[src/rtl/sincfir_pkg.sv]
// ---------------------------------------------------------------------------
// sincfir_pkg
// Shared constants, types and coefficient helpers for the symmetric
// sinc low-pass FIR filter.
// ---------------------------------------------------------------------------
`default_nettype none

package sincfir_pkg;

   // filter geometry
   localparam int TAPS            = 21;
   localparam int SAMPLE_BITS     = 16;
   localparam int COEFF_FRAC_BITS = 14;
   localparam int COEFF_BITS      = 16;

   // coefficient registers: four 16-bit slots per 64-bit word
   localparam int CSR_WORDS      = 3;
   localparam int CSR_BITS       = 64;
   localparam int CSR_IDX_BITS   = 2;
   localparam int SLOTS_PER_WORD = CSR_BITS / COEFF_BITS;
   localparam int COEFF_SLOTS    = CSR_WORDS * SLOTS_PER_WORD;

   // register indexes
   localparam logic [CSR_IDX_BITS-1:0] CSR_COEFF_WORD_0 = 2'd0;
   localparam logic [CSR_IDX_BITS-1:0] CSR_COEFF_WORD_1 = 2'd1;
   localparam logic [CSR_IDX_BITS-1:0] CSR_COEFF_WORD_2 = 2'd2;

   // datapath widths
   localparam int PROD_BITS   = SAMPLE_BITS + COEFF_BITS;
   localparam int TREE_LEVELS = $clog2(TAPS);
   localparam int ACC_BITS    = PROD_BITS + TREE_LEVELS;
   localparam int QUOT_BITS   = ACC_BITS - COEFF_FRAC_BITS;
   localparam int CNT_BITS    = $clog2(TAPS);
   localparam int DATA_BITS   = ((SAMPLE_BITS + 7) / 8) * 8;

   // control pipeline: delay line, products, then the adder tree levels
   localparam int STAGES = TREE_LEVELS + 2;

   localparam logic [CNT_BITS-1:0] TAIL_LEN = CNT_BITS'(TAPS - 1);

   // per-transaction control travelling beside the datapath
   typedef struct packed {
      logic valid;
      logic has_result;
      logic last;
   } item_ctl_type;

   // number of nodes on one level of the adder tree
   function automatic int level_count(input int lvl);
      return (TAPS + (1 << lvl) - 1) >> lvl;
   endfunction

   // coefficient of tap j, folded onto its symmetric slot
   function automatic logic signed [COEFF_BITS-1:0] tap_coeff(
      input logic [CSR_WORDS*CSR_BITS-1:0] words,
      input int                            j
   );
      int mirror;
      int slot;
      mirror = TAPS - 1 - j;
      slot   = (j < mirror) ? j : mirror;
      if (slot >= COEFF_SLOTS) begin
         return '0;
      end
      return words[slot*COEFF_BITS +: COEFF_BITS];
   endfunction

endpackage

`default_nettype wire

[src/rtl/sincfir_tap_cell.sv]
// ---------------------------------------------------------------------------
// sincfir_tap_cell
// One tap of the delay chain: holds a sample, passes it on to the next
// cell and registers its coefficient product.
// ---------------------------------------------------------------------------
`default_nettype none

module sincfir_tap_cell (
   input  wire                                           clock,
   input  wire                                           advance,
   input  wire                                           shift,
   input  wire  signed [sincfir_pkg::SAMPLE_BITS-1:0]   sample_in,
   input  wire  signed [sincfir_pkg::COEFF_BITS-1:0]    coeff,
   output logic signed [sincfir_pkg::SAMPLE_BITS-1:0]   sample_out,
   output logic signed [sincfir_pkg::PROD_BITS-1:0]     product_out
);

   logic signed [sincfir_pkg::SAMPLE_BITS-1:0] sample_ff;
   logic signed [sincfir_pkg::PROD_BITS-1:0]   product_ff;

   // delay element, moves only when a sample is taken in
   always_ff @(posedge clock) begin
      if (shift) begin
         sample_ff <= sample_in;
      end
   end

   // tap product, captured whenever the pipeline moves
   always_ff @(posedge clock) begin
      if (advance) begin
         product_ff <= coeff * sample_ff;
      end
   end

   assign sample_out  = sample_ff;
   assign product_out = product_ff;

endmodule

`default_nettype wire

[config.mk]
export PLATFORM = sky130hd
export DESIGN_NAME = sincfir_tap_cell
export DESIGN_NICKNAME = d
export VERILOG_FILES = /design/src/rtl/sincfir_pkg.sv /design/src/rtl/sincfir_tap_cell.sv
export SDC_FILE = /design/constraint.sdc
export NUM_CORES = 1
export LEC_CHECK = 0
export ABC_CLOCK_PERIOD_IN_PS = 6700
export BUFFER_PORTS_ARGS = -buffer_cell sky130_fd_sc_hd__buf_2
export CAP_MARGIN = 20
export CORE_MARGIN = 2
export CORE_UTILIZATION = 39
export CTS_BUF_LIST = sky130_fd_sc_hd__clkbuf_16
export DETAILED_ROUTE_END_ITERATION = 16
export GPL_TIMING_DRIVEN = 0
export PLACE_DENSITY_LB_ADDON = 0.3
export SYNTH_ARGS = -nofsm -noshare
export SYNTH_HDL_FRONTEND = slang
export SYNTH_SLANG_ARGS = --single-unit
[constraint.sdc]
create_clock -name clock -period 6.7 [get_ports clock]
set_input_delay 1.34 -clock clock [delete_from_list [all_inputs] [get_ports clock]]
set_output_delay 1.34 -clock clock [all_outputs]
set_load 0.02 [all_outputs]
==> flow_metrics.py <==
metrics = {
    "grt": {
        "grt-ovfl-total": 0,
        "antenna_found_initial": 0,
        "grt_max_degree": 33,
        "grt.met2_usage_pct": 36.3,
        "grt_busiest_layer": "met2",
        "grt_use_met3_pct": 2.13,
        "grt_util_met1_pct": 26.3,
        "grt_pass1_wl_um": 47700,
        "track_usage_pct": 20.6,
        "grt_pass1_vias": 8947,
    },
    "die": {
        "initial_utilization_pct": 39.4,
        "die-area_sq_um": 30200,
        "chipWidth_um": 174,
        "die_h_um": 174,
        "rows": 62,
        "coreArea_sq_um": 28500,
        "ios": 83,
    },
    "synthesis": {
        "syn_area_sq_um": 11300,
        "synth_top_area_cell": "fa_1",
        "ys_top_cells_by_area": "fa_1 47%, edfxtp_1 13%, inv_1 9.6%, ha_1 9.1%, and2_1 6.9%",
        "synth-seq-area-share_pct": 12.8,
        "synth_cells": 1125,
        "synth_top_area_share_pct": 46.6,
        "synth_edf_count": 48,
        "syn_nets": 1504,
        "synth_ff_type": "edfxtp_1",
        "yosysWarningCount": 0,
        "syn_area_per_cell_sq_um": 10.0,
        "synth.distinct_cells": 47,
        "ys_async_sr_fraction_pct": 0,
        "synth_seq_cells": 48,
    },
    "routing": {
        "wire_per_inst_um": 17.9,
        "drt_wl_total_um": 29300,
        "viasPerCell": 4.88,
        "drtIter0Drc": 483,
        "drc": 0,
        "dr.pass1.iters": 6,
        "ant_nets": 0,
        "via_count": 7993,
    },
    "place": {
        "dp_hpwl_um": 24200,
        "numPortBuffers": 82,
        "place.gp.congestion": 0.889,
        "placed_area_sq_um": 12400,
    },
    "status": {
        "failed_checks": "negative setup slack",
        "outcome": "finished with violations",
    },
    "cts": {
        "clkLatencyLatePin_ps": 310,
        "clk_pin_slew_ps": 80,
        "clkSinkCount": 48,
        "h-tree-depth": 2,
        "cts_max_path_buffers": 2,
        "cts_root_buf": "clkbuf_16",
        "cts_made_buffers": 5,
        "tritoncts": "done",
        "hold_buffers": 0,
    },
    "worst_setup_path": {
        "worstPathCellList": "buf_12 -> buf_12 -> and2_4 -> fa_1 -> inv_1 -> fa_2 -> fa_2 -> fa_1 -> inv_1 -> fa_1 -> fa_1 -> ha_4 -> o211ai_1 -> a211oi_2 -> a22o_1 -> a211o_1 -> and3_4 -> a221o_1 -> nor4_1 -> nor3_1",
        "cp_max_fo": 5,
        "cp.required_ps": 6760,
        "cp-end-kind": "flop",
        "critical_path.max_stage_delay_ps": 540,
        "crit_type": "input pin to flop",
        "slowest_stage": "fa_1",
        "cp_data_arrival_time_ps": 6870,
        "start_kind": "input pin",
        "crit_path_frequent_cell": "fa_1",
    },
    "layout": {
        "layout.nets": 1631,
        "finalCoreUtilization_pct": 46.7,
        "fill_cells": 2783,
        "postLayoutCellArea_sq_um": 13300,
        "layout_common_cells": "278 x inv_1, 250 x fa_1, 122 x nand2_1",
        "final_common_cell": "inv_1",
        "drive_gt1_share_pct": 16.9,
        "areaGrowthSynthToFinish_pct": 18.6,
        "n_antenna_cell": 0,
    },
    "sta": {
        "whs_ps": 853,
        "worst_slack_ps": -109,
        "drv_slew": 0,
        "tns_ps": -253,
        "setup_violations": 4,
        "max_freq_mhz": 147,
        "relSlewSlack_pct": 41.9,
        "grt_setup_unrepaired": "true",
        "finalClockSkew_ps": 7.18,
        "hold_viol_final": 0,
        "min_period_ps": 6810,
        "worst_pin_slew_ps": 871,
        "period_share_pct": 102,
    },
    "flow_run": {
        "maxCapViolations": 0,
    },
    "min_path": {
        "worstHoldPathType": "flop to flop",
    },
}
## Yosys cell counts (3+ instances only)
library cell	instances
inv_1	288
fa_1	262
nand2_1	127
and2_1	124
ha_1	82
edfxtp_1	48
clkbuf_1	29
xnor2_1	28
nor2_1	25
a21oi_1	23
a21o_1	11
o21ai_0	10
nand2b_1	8
xor2_1	6
and3_1	5
a31oi_1	4
buf_1	3
nor3_1	3
o21a_1	3
## cell families after synthesis
logic type | synth area share, %
xor gates and xnor gates | 2.65
AOI/OAI and AO/OA | 4.38
adders and majority gates | 55.7
DFF | 12.8
buffers and inverters | 10.7
and+or+nand+nor | 13.8
## flip-flops by register name (all words and copies together) (netlist names)
signal	count
sample_out	16
product_out	32
## final cells by class
cell class	count	area [sq um]	share of cell area (%)
timing repair buffer	121	880	6.59
multi-input combinational	757	8940	67.0
tap	384	480	3.60
clock buffer	5	125	0.938
inverter	288	1080	8.12
buffer	31	369	2.77
clock inverter	3	22.5	0.169
sequential	48	1440	10.8
## critical path: cells and delay by family
| kind | cells | cell delay [ps] |
|---|---|---|
| and+or+nand+nor | 4 | 700 |
| adders and majority gates | 7 | 3220 |
| buffers and inverters | 4 | 340 |
| AOI/OAI and AO/OA | 5 | 1270 |
## repair_timing
action                                  CTS  global route
endpoints found under the setup margin   13             7
gates resized for setup                  97            32
cloned                                    2             1
setup buffers                            29             7
pin swaps                                47            15
endpoints found under the hold margin     0             0
## final timing paths
kind              cells after the start          start         endpoint  slack, ps
hold / removal                        1  sample_out[0]   product_out[0]        850
setup / recovery                     20       coeff[5]  product_out[31]       -110
setup reg to reg                     18  sample_out[1]  product_out[31]        -50
hold reg to reg                       1  sample_out[0]   product_out[0]        850
## through the flow
| stage | cells | setup WS [ps] |
|---|---|---|
| final | 1637 | -109 |
| after global routing | 1637 | -289 |
| after CTS | 1629 | -121 |
| after detailed placement | 1591 | -1170 |
| after global placement | 1591 | -1150 |
| after floorplan | 1125 | -74.0 |
## routing by layer
metal	up-vias	share of wire, %
li1	3591	-
met4	0	3.8
met3	59	5.3
met1	4096	40
met2	247	51
met5	-	0
Power is not shown: default switching activity piles up to over one toggle a cycle in this logic, so the estimate is an artifact.
