### src/rtl/sincfir_pkg.sv
// ---------------------------------------------------------------------------
// sincfir_pkg
// Shared constants, types and coefficient helpers for the symmetric
// sinc low-pass FIR filter.
// ---------------------------------------------------------------------------
`default_nettype none

package sincfir_pkg;

   // filter geometry
   localparam int TAPS            = 21;
   localparam int SAMPLE_BITS     = 16;
   localparam int COEFF_FRAC_BITS = 14;
   localparam int COEFF_BITS      = 16;

   // coefficient registers: four 16-bit slots per 64-bit word
   localparam int CSR_WORDS      = 3;
   localparam int CSR_BITS       = 64;
   localparam int CSR_IDX_BITS   = 2;
   localparam int SLOTS_PER_WORD = CSR_BITS / COEFF_BITS;
   localparam int COEFF_SLOTS    = CSR_WORDS * SLOTS_PER_WORD;

   // register indexes
   localparam logic [CSR_IDX_BITS-1:0] CSR_COEFF_WORD_0 = 2'd0;
   localparam logic [CSR_IDX_BITS-1:0] CSR_COEFF_WORD_1 = 2'd1;
   localparam logic [CSR_IDX_BITS-1:0] CSR_COEFF_WORD_2 = 2'd2;

   // datapath widths
   localparam int PROD_BITS   = SAMPLE_BITS + COEFF_BITS;
   localparam int TREE_LEVELS = $clog2(TAPS);
   localparam int ACC_BITS    = PROD_BITS + TREE_LEVELS;
   localparam int QUOT_BITS   = ACC_BITS - COEFF_FRAC_BITS;
   localparam int CNT_BITS    = $clog2(TAPS);
   localparam int DATA_BITS   = ((SAMPLE_BITS + 7) / 8) * 8;

   // control pipeline: delay line, products, then the adder tree levels
   localparam int STAGES = TREE_LEVELS + 2;

   localparam logic [CNT_BITS-1:0] TAIL_LEN = CNT_BITS'(TAPS - 1);

   // per-transaction control travelling beside the datapath
   typedef struct packed {
      logic valid;
      logic has_result;
      logic last;
   } item_ctl_type;

   // number of nodes on one level of the adder tree
   function automatic int level_count(input int lvl);
      return (TAPS + (1 << lvl) - 1) >> lvl;
   endfunction

   // coefficient of tap j, folded onto its symmetric slot
   function automatic logic signed [COEFF_BITS-1:0] tap_coeff(
      input logic [CSR_WORDS*CSR_BITS-1:0] words,
      input int                            j
   );
      int mirror;
      int slot;
      mirror = TAPS - 1 - j;
      slot   = (j < mirror) ? j : mirror;
      if (slot >= COEFF_SLOTS) begin
         return '0;
      end
      return words[slot*COEFF_BITS +: COEFF_BITS];
   endfunction

endpackage

`default_nettype wire

### src/rtl/sincfir_adder_tree.sv
// ---------------------------------------------------------------------------
// sincfir_adder_tree
// Registered pairwise adder tree summing the tap products, one level per
// pipeline stage.
// ---------------------------------------------------------------------------
`default_nettype none

module sincfir_adder_tree (
   input  wire                                          clock,
   input  wire                                          advance,
   input  wire  signed [sincfir_pkg::PROD_BITS-1:0]    products [sincfir_pkg::TAPS],
   output logic signed [sincfir_pkg::ACC_BITS-1:0]     sum_out
);

   // level 0 holds the sign-extended products, level l the l-th register rank
   logic signed [sincfir_pkg::ACC_BITS-1:0]
      level_q [sincfir_pkg::TREE_LEVELS+1][sincfir_pkg::TAPS];

   genvar l, i;

   // leaves
   generate
      for (i = 0; i < sincfir_pkg::TAPS; i++) begin : g_leaf
         assign level_q[0][i] = sincfir_pkg::ACC_BITS'(products[i]);
      end
   endgenerate

   // register ranks
   generate
      for (l = 0; l < sincfir_pkg::TREE_LEVELS; l++) begin : g_level
         for (i = 0; i < sincfir_pkg::TAPS; i++) begin : g_node
            if (i < sincfir_pkg::level_count(l + 1)) begin : g_used
               logic signed [sincfir_pkg::ACC_BITS-1:0] sum_ff;
               if (2 * i + 1 < sincfir_pkg::level_count(l)) begin : g_pair
                  always_ff @(posedge clock) begin
                     if (advance) begin
                        sum_ff <= level_q[l][2*i] + level_q[l][2*i+1];
                     end
                  end
               end else begin : g_single
                  always_ff @(posedge clock) begin
                     if (advance) begin
                        sum_ff <= level_q[l][2*i];
                     end
                  end
               end
               assign level_q[l+1][i] = sum_ff;
            end else begin : g_unused
               assign level_q[l+1][i] = '0;
            end
         end
      end
   endgenerate

   assign sum_out = level_q[sincfir_pkg::TREE_LEVELS][0];

endmodule

`default_nettype wire

### config.mk
export PLATFORM = sky130hd
export DESIGN_NAME = sincfir_adder_tree
export DESIGN_NICKNAME = d
export VERILOG_FILES = /design/src/rtl/sincfir_pkg.sv /design/src/rtl/sincfir_adder_tree.sv
export SDC_FILE = /design/constraint.sdc
export NUM_CORES = 2
export LEC_CHECK = 0
export CAP_MARGIN = 20
export CORE_AREA = 2 2 299 330
export DETAILED_ROUTE_END_ITERATION = 7
export DIE_AREA = 0 0 301 332
export DONT_BUFFER_PORTS = 1
export HOLD_SLACK_MARGIN = 0.02
export PLACE_DENSITY_LB_ADDON = 0.2
export SLEW_MARGIN = 10
export SYNTH_ARGS = -nofsm -noshare
export SYNTH_HDL_FRONTEND = slang
export SYNTH_SLANG_ARGS = --single-unit
### constraint.sdc
create_clock -name clock -period 4.5 [get_ports clock]
set_input_delay 0.9 -clock clock [delete_from_list [all_inputs] [get_ports clock]]
set_output_delay 0.9 -clock clock [all_outputs]
set_load 0.01 [all_outputs]
==> impl_metrics.tcl <==
set metrics [dict create \
    finalWirelength_microns 152000 \
    placed_area_sq_um 58100 \
    p_seq_share_pct 34.5 \
    critPathCapture "g_level[2].g_node[0].g_used.sum_ff[34]" \
    grt_antenna_before_repair 18 \
    syn_inst 5342 \
    yosys_warnings 0 \
    setup_viol 0 \
    grt_pass1_vias 40885 \
    grt_max_degree 802 \
    critPathArrivalTime_ps 4280 \
    multi_input_area_sq_um 31600 \
    status "finished, violations left" \
    top_layer "met5" \
    min_period_ps 3890 \
    grt.total_usage_pct 29.7 \
    swShare_pct 37.7 \
    tightest_slew_ps 4040 \
    fin_skew_ps 23.6 \
    p_int_mw 23.4 \
    start_kind "register" \
    fin_crit_sh_pct 86.4 \
    synth_xor_area_share_pct 9.22 \
    die_h_microns 332 \
    cts_sinks 801 \
    clkLatencyLatePin_ps 660 \
    p_leak_nw 25.1 \
    portBuffers 0 \
    clkPwrFrac_pct 20.2 \
    synth-edff-count 801 \
    dr.pass1.iters 6 \
    path_max_fanout 4 \
    die_area_sq_um 99900 \
    slew_violations 741 \
    startpoint "g_level[1].g_node[0].g_used.sum_ff[0]" \
    met1_length_microns 63000 \
    rrSetupSlack_ps 610 \
    clockBufferDepth 3 \
    seq_area_sq_um 24100 \
    core_area_sq_um 96800 \
    muxShareOfSynthArea_pct 0.128 \
    ios 711 \
    power-per-cell-area_nw_per_um2 616 \
    fin_nets 6724 \
    ys.flop_type "edfxtp_1" \
    violations "max-slew violations" \
    fill_cells 7956 \
    cts-htree-levels 3 \
    power_mw 37.6 \
    clkTransAtPathRegs_ps 60 \
    drt-wirelength-per-cell_microns 22.6 \
    dp_hpwl_microns 122000 \
    cts_tree "built" \
    regToRegEndpoint "g_level[2].g_node[0].g_used.sum_ff[34]" \
    synth_top_family_by_area "compound AO/OA/AOI/OAI gates" \
    critPathKind "reg -> reg" \
    drive_above_1_share_pct 3.90 \
    crit_path_end_kind "register" \
    cts_setup_buffers 0 \
    ir_drop_v 0.000460 \
    cts_buffers 87 \
    wl_met2_microns 75800 \
    reg2reg_depth 12 \
    syn-num-nets 6701 \
    async_reset_ff_share_pct 0 \
    syn_avg_cell_area_sq_um 10.6 \
    gp_congestion 1.01 \
    hold_viol_final 0 \
    hp-class "in -> reg" \
    synth_compound_area_share_pct 21.3 \
    grt_overflow 0 \
    synth-seq-cells 801 \
    fmax_mhz 257 \
    ctsHoldBuffers 0 \
    max_cap_violations 0 \
    slew_headroom_pct -170 \
    synth_simple_gate_area_share_pct 9.82 \
    yosysSeqAreaShare_pct 42.5 \
    synth_cell_types 82 \
    synth_fa_ha_area_share_pct 15.4 \
    timing.hold.ws_ps 336 \
    root_buffer "clkbuf_16" \
    syn-cell-area_sq_um 56600 \
    p_comb_share_pct 45.3 \
    p_switching_mw 14.2 \
    initial_core_util_pct 58.5 \
    cts_resized 0 \
    grt_pass1_wl_microns 231000 \
    tns_ps 0 \
    cp_data_required_time_ps 4890 \
    dr_wl_met3_microns 7220 \
    stdcell_area_sq_um 61100 \
    area_growth_pct 7.87 \
    viasPerCell 6.25 \
    first_iter_violations 3145 \
    drtAntennaViolNets 0 \
    drc 0 \
    rows 120 \
    via_count 42049 \
    fp.dieW_microns 301 \
    rsz0062_at_grt "no" \
    r2r_start "g_level[1].g_node[0].g_used.sum_ff[0]" \
]
==> synth_stat cells, types with 10 or more instances <==
| cell type | count | area, sq um |
|---|---|---|
| edfxtp_1 | 801 | 24100 |
| ha_1 | 665 | 8320 |
| a21oi_1 | 600 | 3000 |
| xnor2_1 | 421 | 3690 |
| a21o_1 | 366 | 2750 |
| o21ai_0 | 315 | 1580 |
| nor2_1 | 314 | 1180 |
| nand2_1 | 242 | 908 |
| xor2_1 | 175 | 1530 |
| inv_1 | 171 | 642 |
| o21bai_1 | 121 | 908 |
| nand3_1 | 106 | 531 |
| nand4_1 | 81 | 507 |
| nor2b_1 | 81 | 507 |
| clkbuf_1 | 79 | 297 |
| nor3_1 | 74 | 370 |
| o21a_1 | 73 | 548 |
| nand2b_1 | 68 | 425 |
| a31oi_1 | 59 | 369 |
| and3_1 | 53 | 332 |
| o31ai_1 | 40 | 300 |
| a211oi_1 | 38 | 285 |
| or3_1 | 28 | 175 |
| o211ai_1 | 27 | 203 |
| and2_1 | 25 | 156 |
| a211o_1 | 20 | 175 |
| fa_1 | 20 | 400 |
| nor4_1 | 18 | 113 |
| o21ai_1 | 17 | 85.1 |
| o2111ai_1 | 14 | 123 |
| a2111oi_0 | 11 | 96.3 |
| and4_1 | 11 | 96.3 |
| a311oi_1 | 10 | 87.6 |
| o41ai_1 | 10 | 87.6 |
==> placed cells by master, fill, tap and decap left out, drive strengths merged, types with 14 or more instances in the layout <==
| cell type | instances |
|---|---|
| inv | 179 |
| nor2b | 81 |
| nor4 | 18 |
| clkinv | 41 |
| o21a | 73 |
| o2111ai | 14 |
| xor2 | 175 |
| edfxtp | 801 |
| a31oi | 60 |
| nand3 | 106 |
| diode | 14 |
| o21ai | 333 |
| and2 | 25 |
| nor3 | 74 |
| a2111oi | 15 |
| bufinv | 16 |
| clkbuf | 96 |
| and3 | 53 |
| xnor2 | 421 |
| a211oi | 46 |
| a211o | 20 |
| ha | 665 |
| a221oi | 14 |
| buf | 15 |
| o21bai | 121 |
| o211ai | 27 |
| a21oi | 602 |
| nand2b | 68 |
| a21o | 366 |
| o31ai | 41 |
| nor2 | 314 |
| nand4 | 81 |
| nand2 | 242 |
| fa | 20 |
| o41ai | 15 |
| or3 | 28 |
==> metal layers <==
layer | vias to the layer above | global-route usage, %
li1 | 20450 | -
met1 | 20103 | 37.7
met2 | 1205 | 51.7
met3 | 287 | 3.18
met4 | 4 | 11.9
met5 | - | 0
==> registers in the layout, indices dropped and copies added (netlist names) <==
register,flops
sum_out,37
g_level.g_node.g_used.sum_ff,764
==> worst min-delay path by stage <==
stage                     cells after the start                                   start                                       to
after floorplan                               0  g_level[0].g_node[10].g_used.sum_ff[0]    g_level[1].g_node[5].g_used.sum_ff[0]
after global placement                        0  g_level[2].g_node[2].g_used.sum_ff[11]   g_level[3].g_node[1].g_used.sum_ff[11]
after detailed placement                      0   g_level[2].g_node[2].g_used.sum_ff[0]    g_level[3].g_node[1].g_used.sum_ff[0]
after CTS                                     0                            products[10]  g_level[0].g_node[10].g_used.sum_ff[10]
after global routing                          0                            products[10]  g_level[0].g_node[10].g_used.sum_ff[10]
final                                         0                            products[29]  g_level[0].g_node[10].g_used.sum_ff[29]
==> power groups by stage <==
stage	Clock [mW]	Sequential (mW)	Combinational, mW
finish	7.58	13.0	17.0
global route	7.95	13.1	19.0
CTS	7.70	13.0	16.9
detailed placement	0	13.1	16.8
global placement	0	13.1	16.5
floorplan	0	12.3	13.1
==> worst max-delay path, cell delays in order, from the launching register on <==
cell and delay (ps):
edfxtp_1 390, ha_1 240, fa_1 410, a21o_1 210, a211oi_1 400, o31ai_1 230, nand3_1 190, nand3_1 160
a21oi_1 300, o21bai_1 180, a311oi_2 480, o31ai_1 170, a211o_1 280
==> cells by family (layout without fill, tap and decap cells) <==
kind of cell | Yosys count | in the layout
adders and majority gates | 685 | 685
other | 0 | 14
AOI/OAI and AO/OA | 1864 | 1864
DFF | 801 | 801
and+or+nand+nor | 1136 | 1136
buffers and inverters | 253 | 348
xor gates and xnor gates | 596 | 596
muxes | 7 | 7
==> final cells by class <==
cell class	count	share of cell area, %
multi-input combinational	4288	51.8
sequential	801	39.4
clock buffer	96	3.65
tap	1281	2.62
clock inverter	65	1.27
inverter	172	1.06
timing repair buffer	15	0.184
antenna	14	0.0573
==> through the flow <==
step,setup WS (ps),util (%),cells
finish,613,63.1,6732
global route,318,63.1,6729
CTS,633,63.1,6718
detailed placement,235,59.9,6557
global placement,249,59.9,6557
floorplan,829,-,5342
No activity file was read; power rests on OpenSTA's default activity.
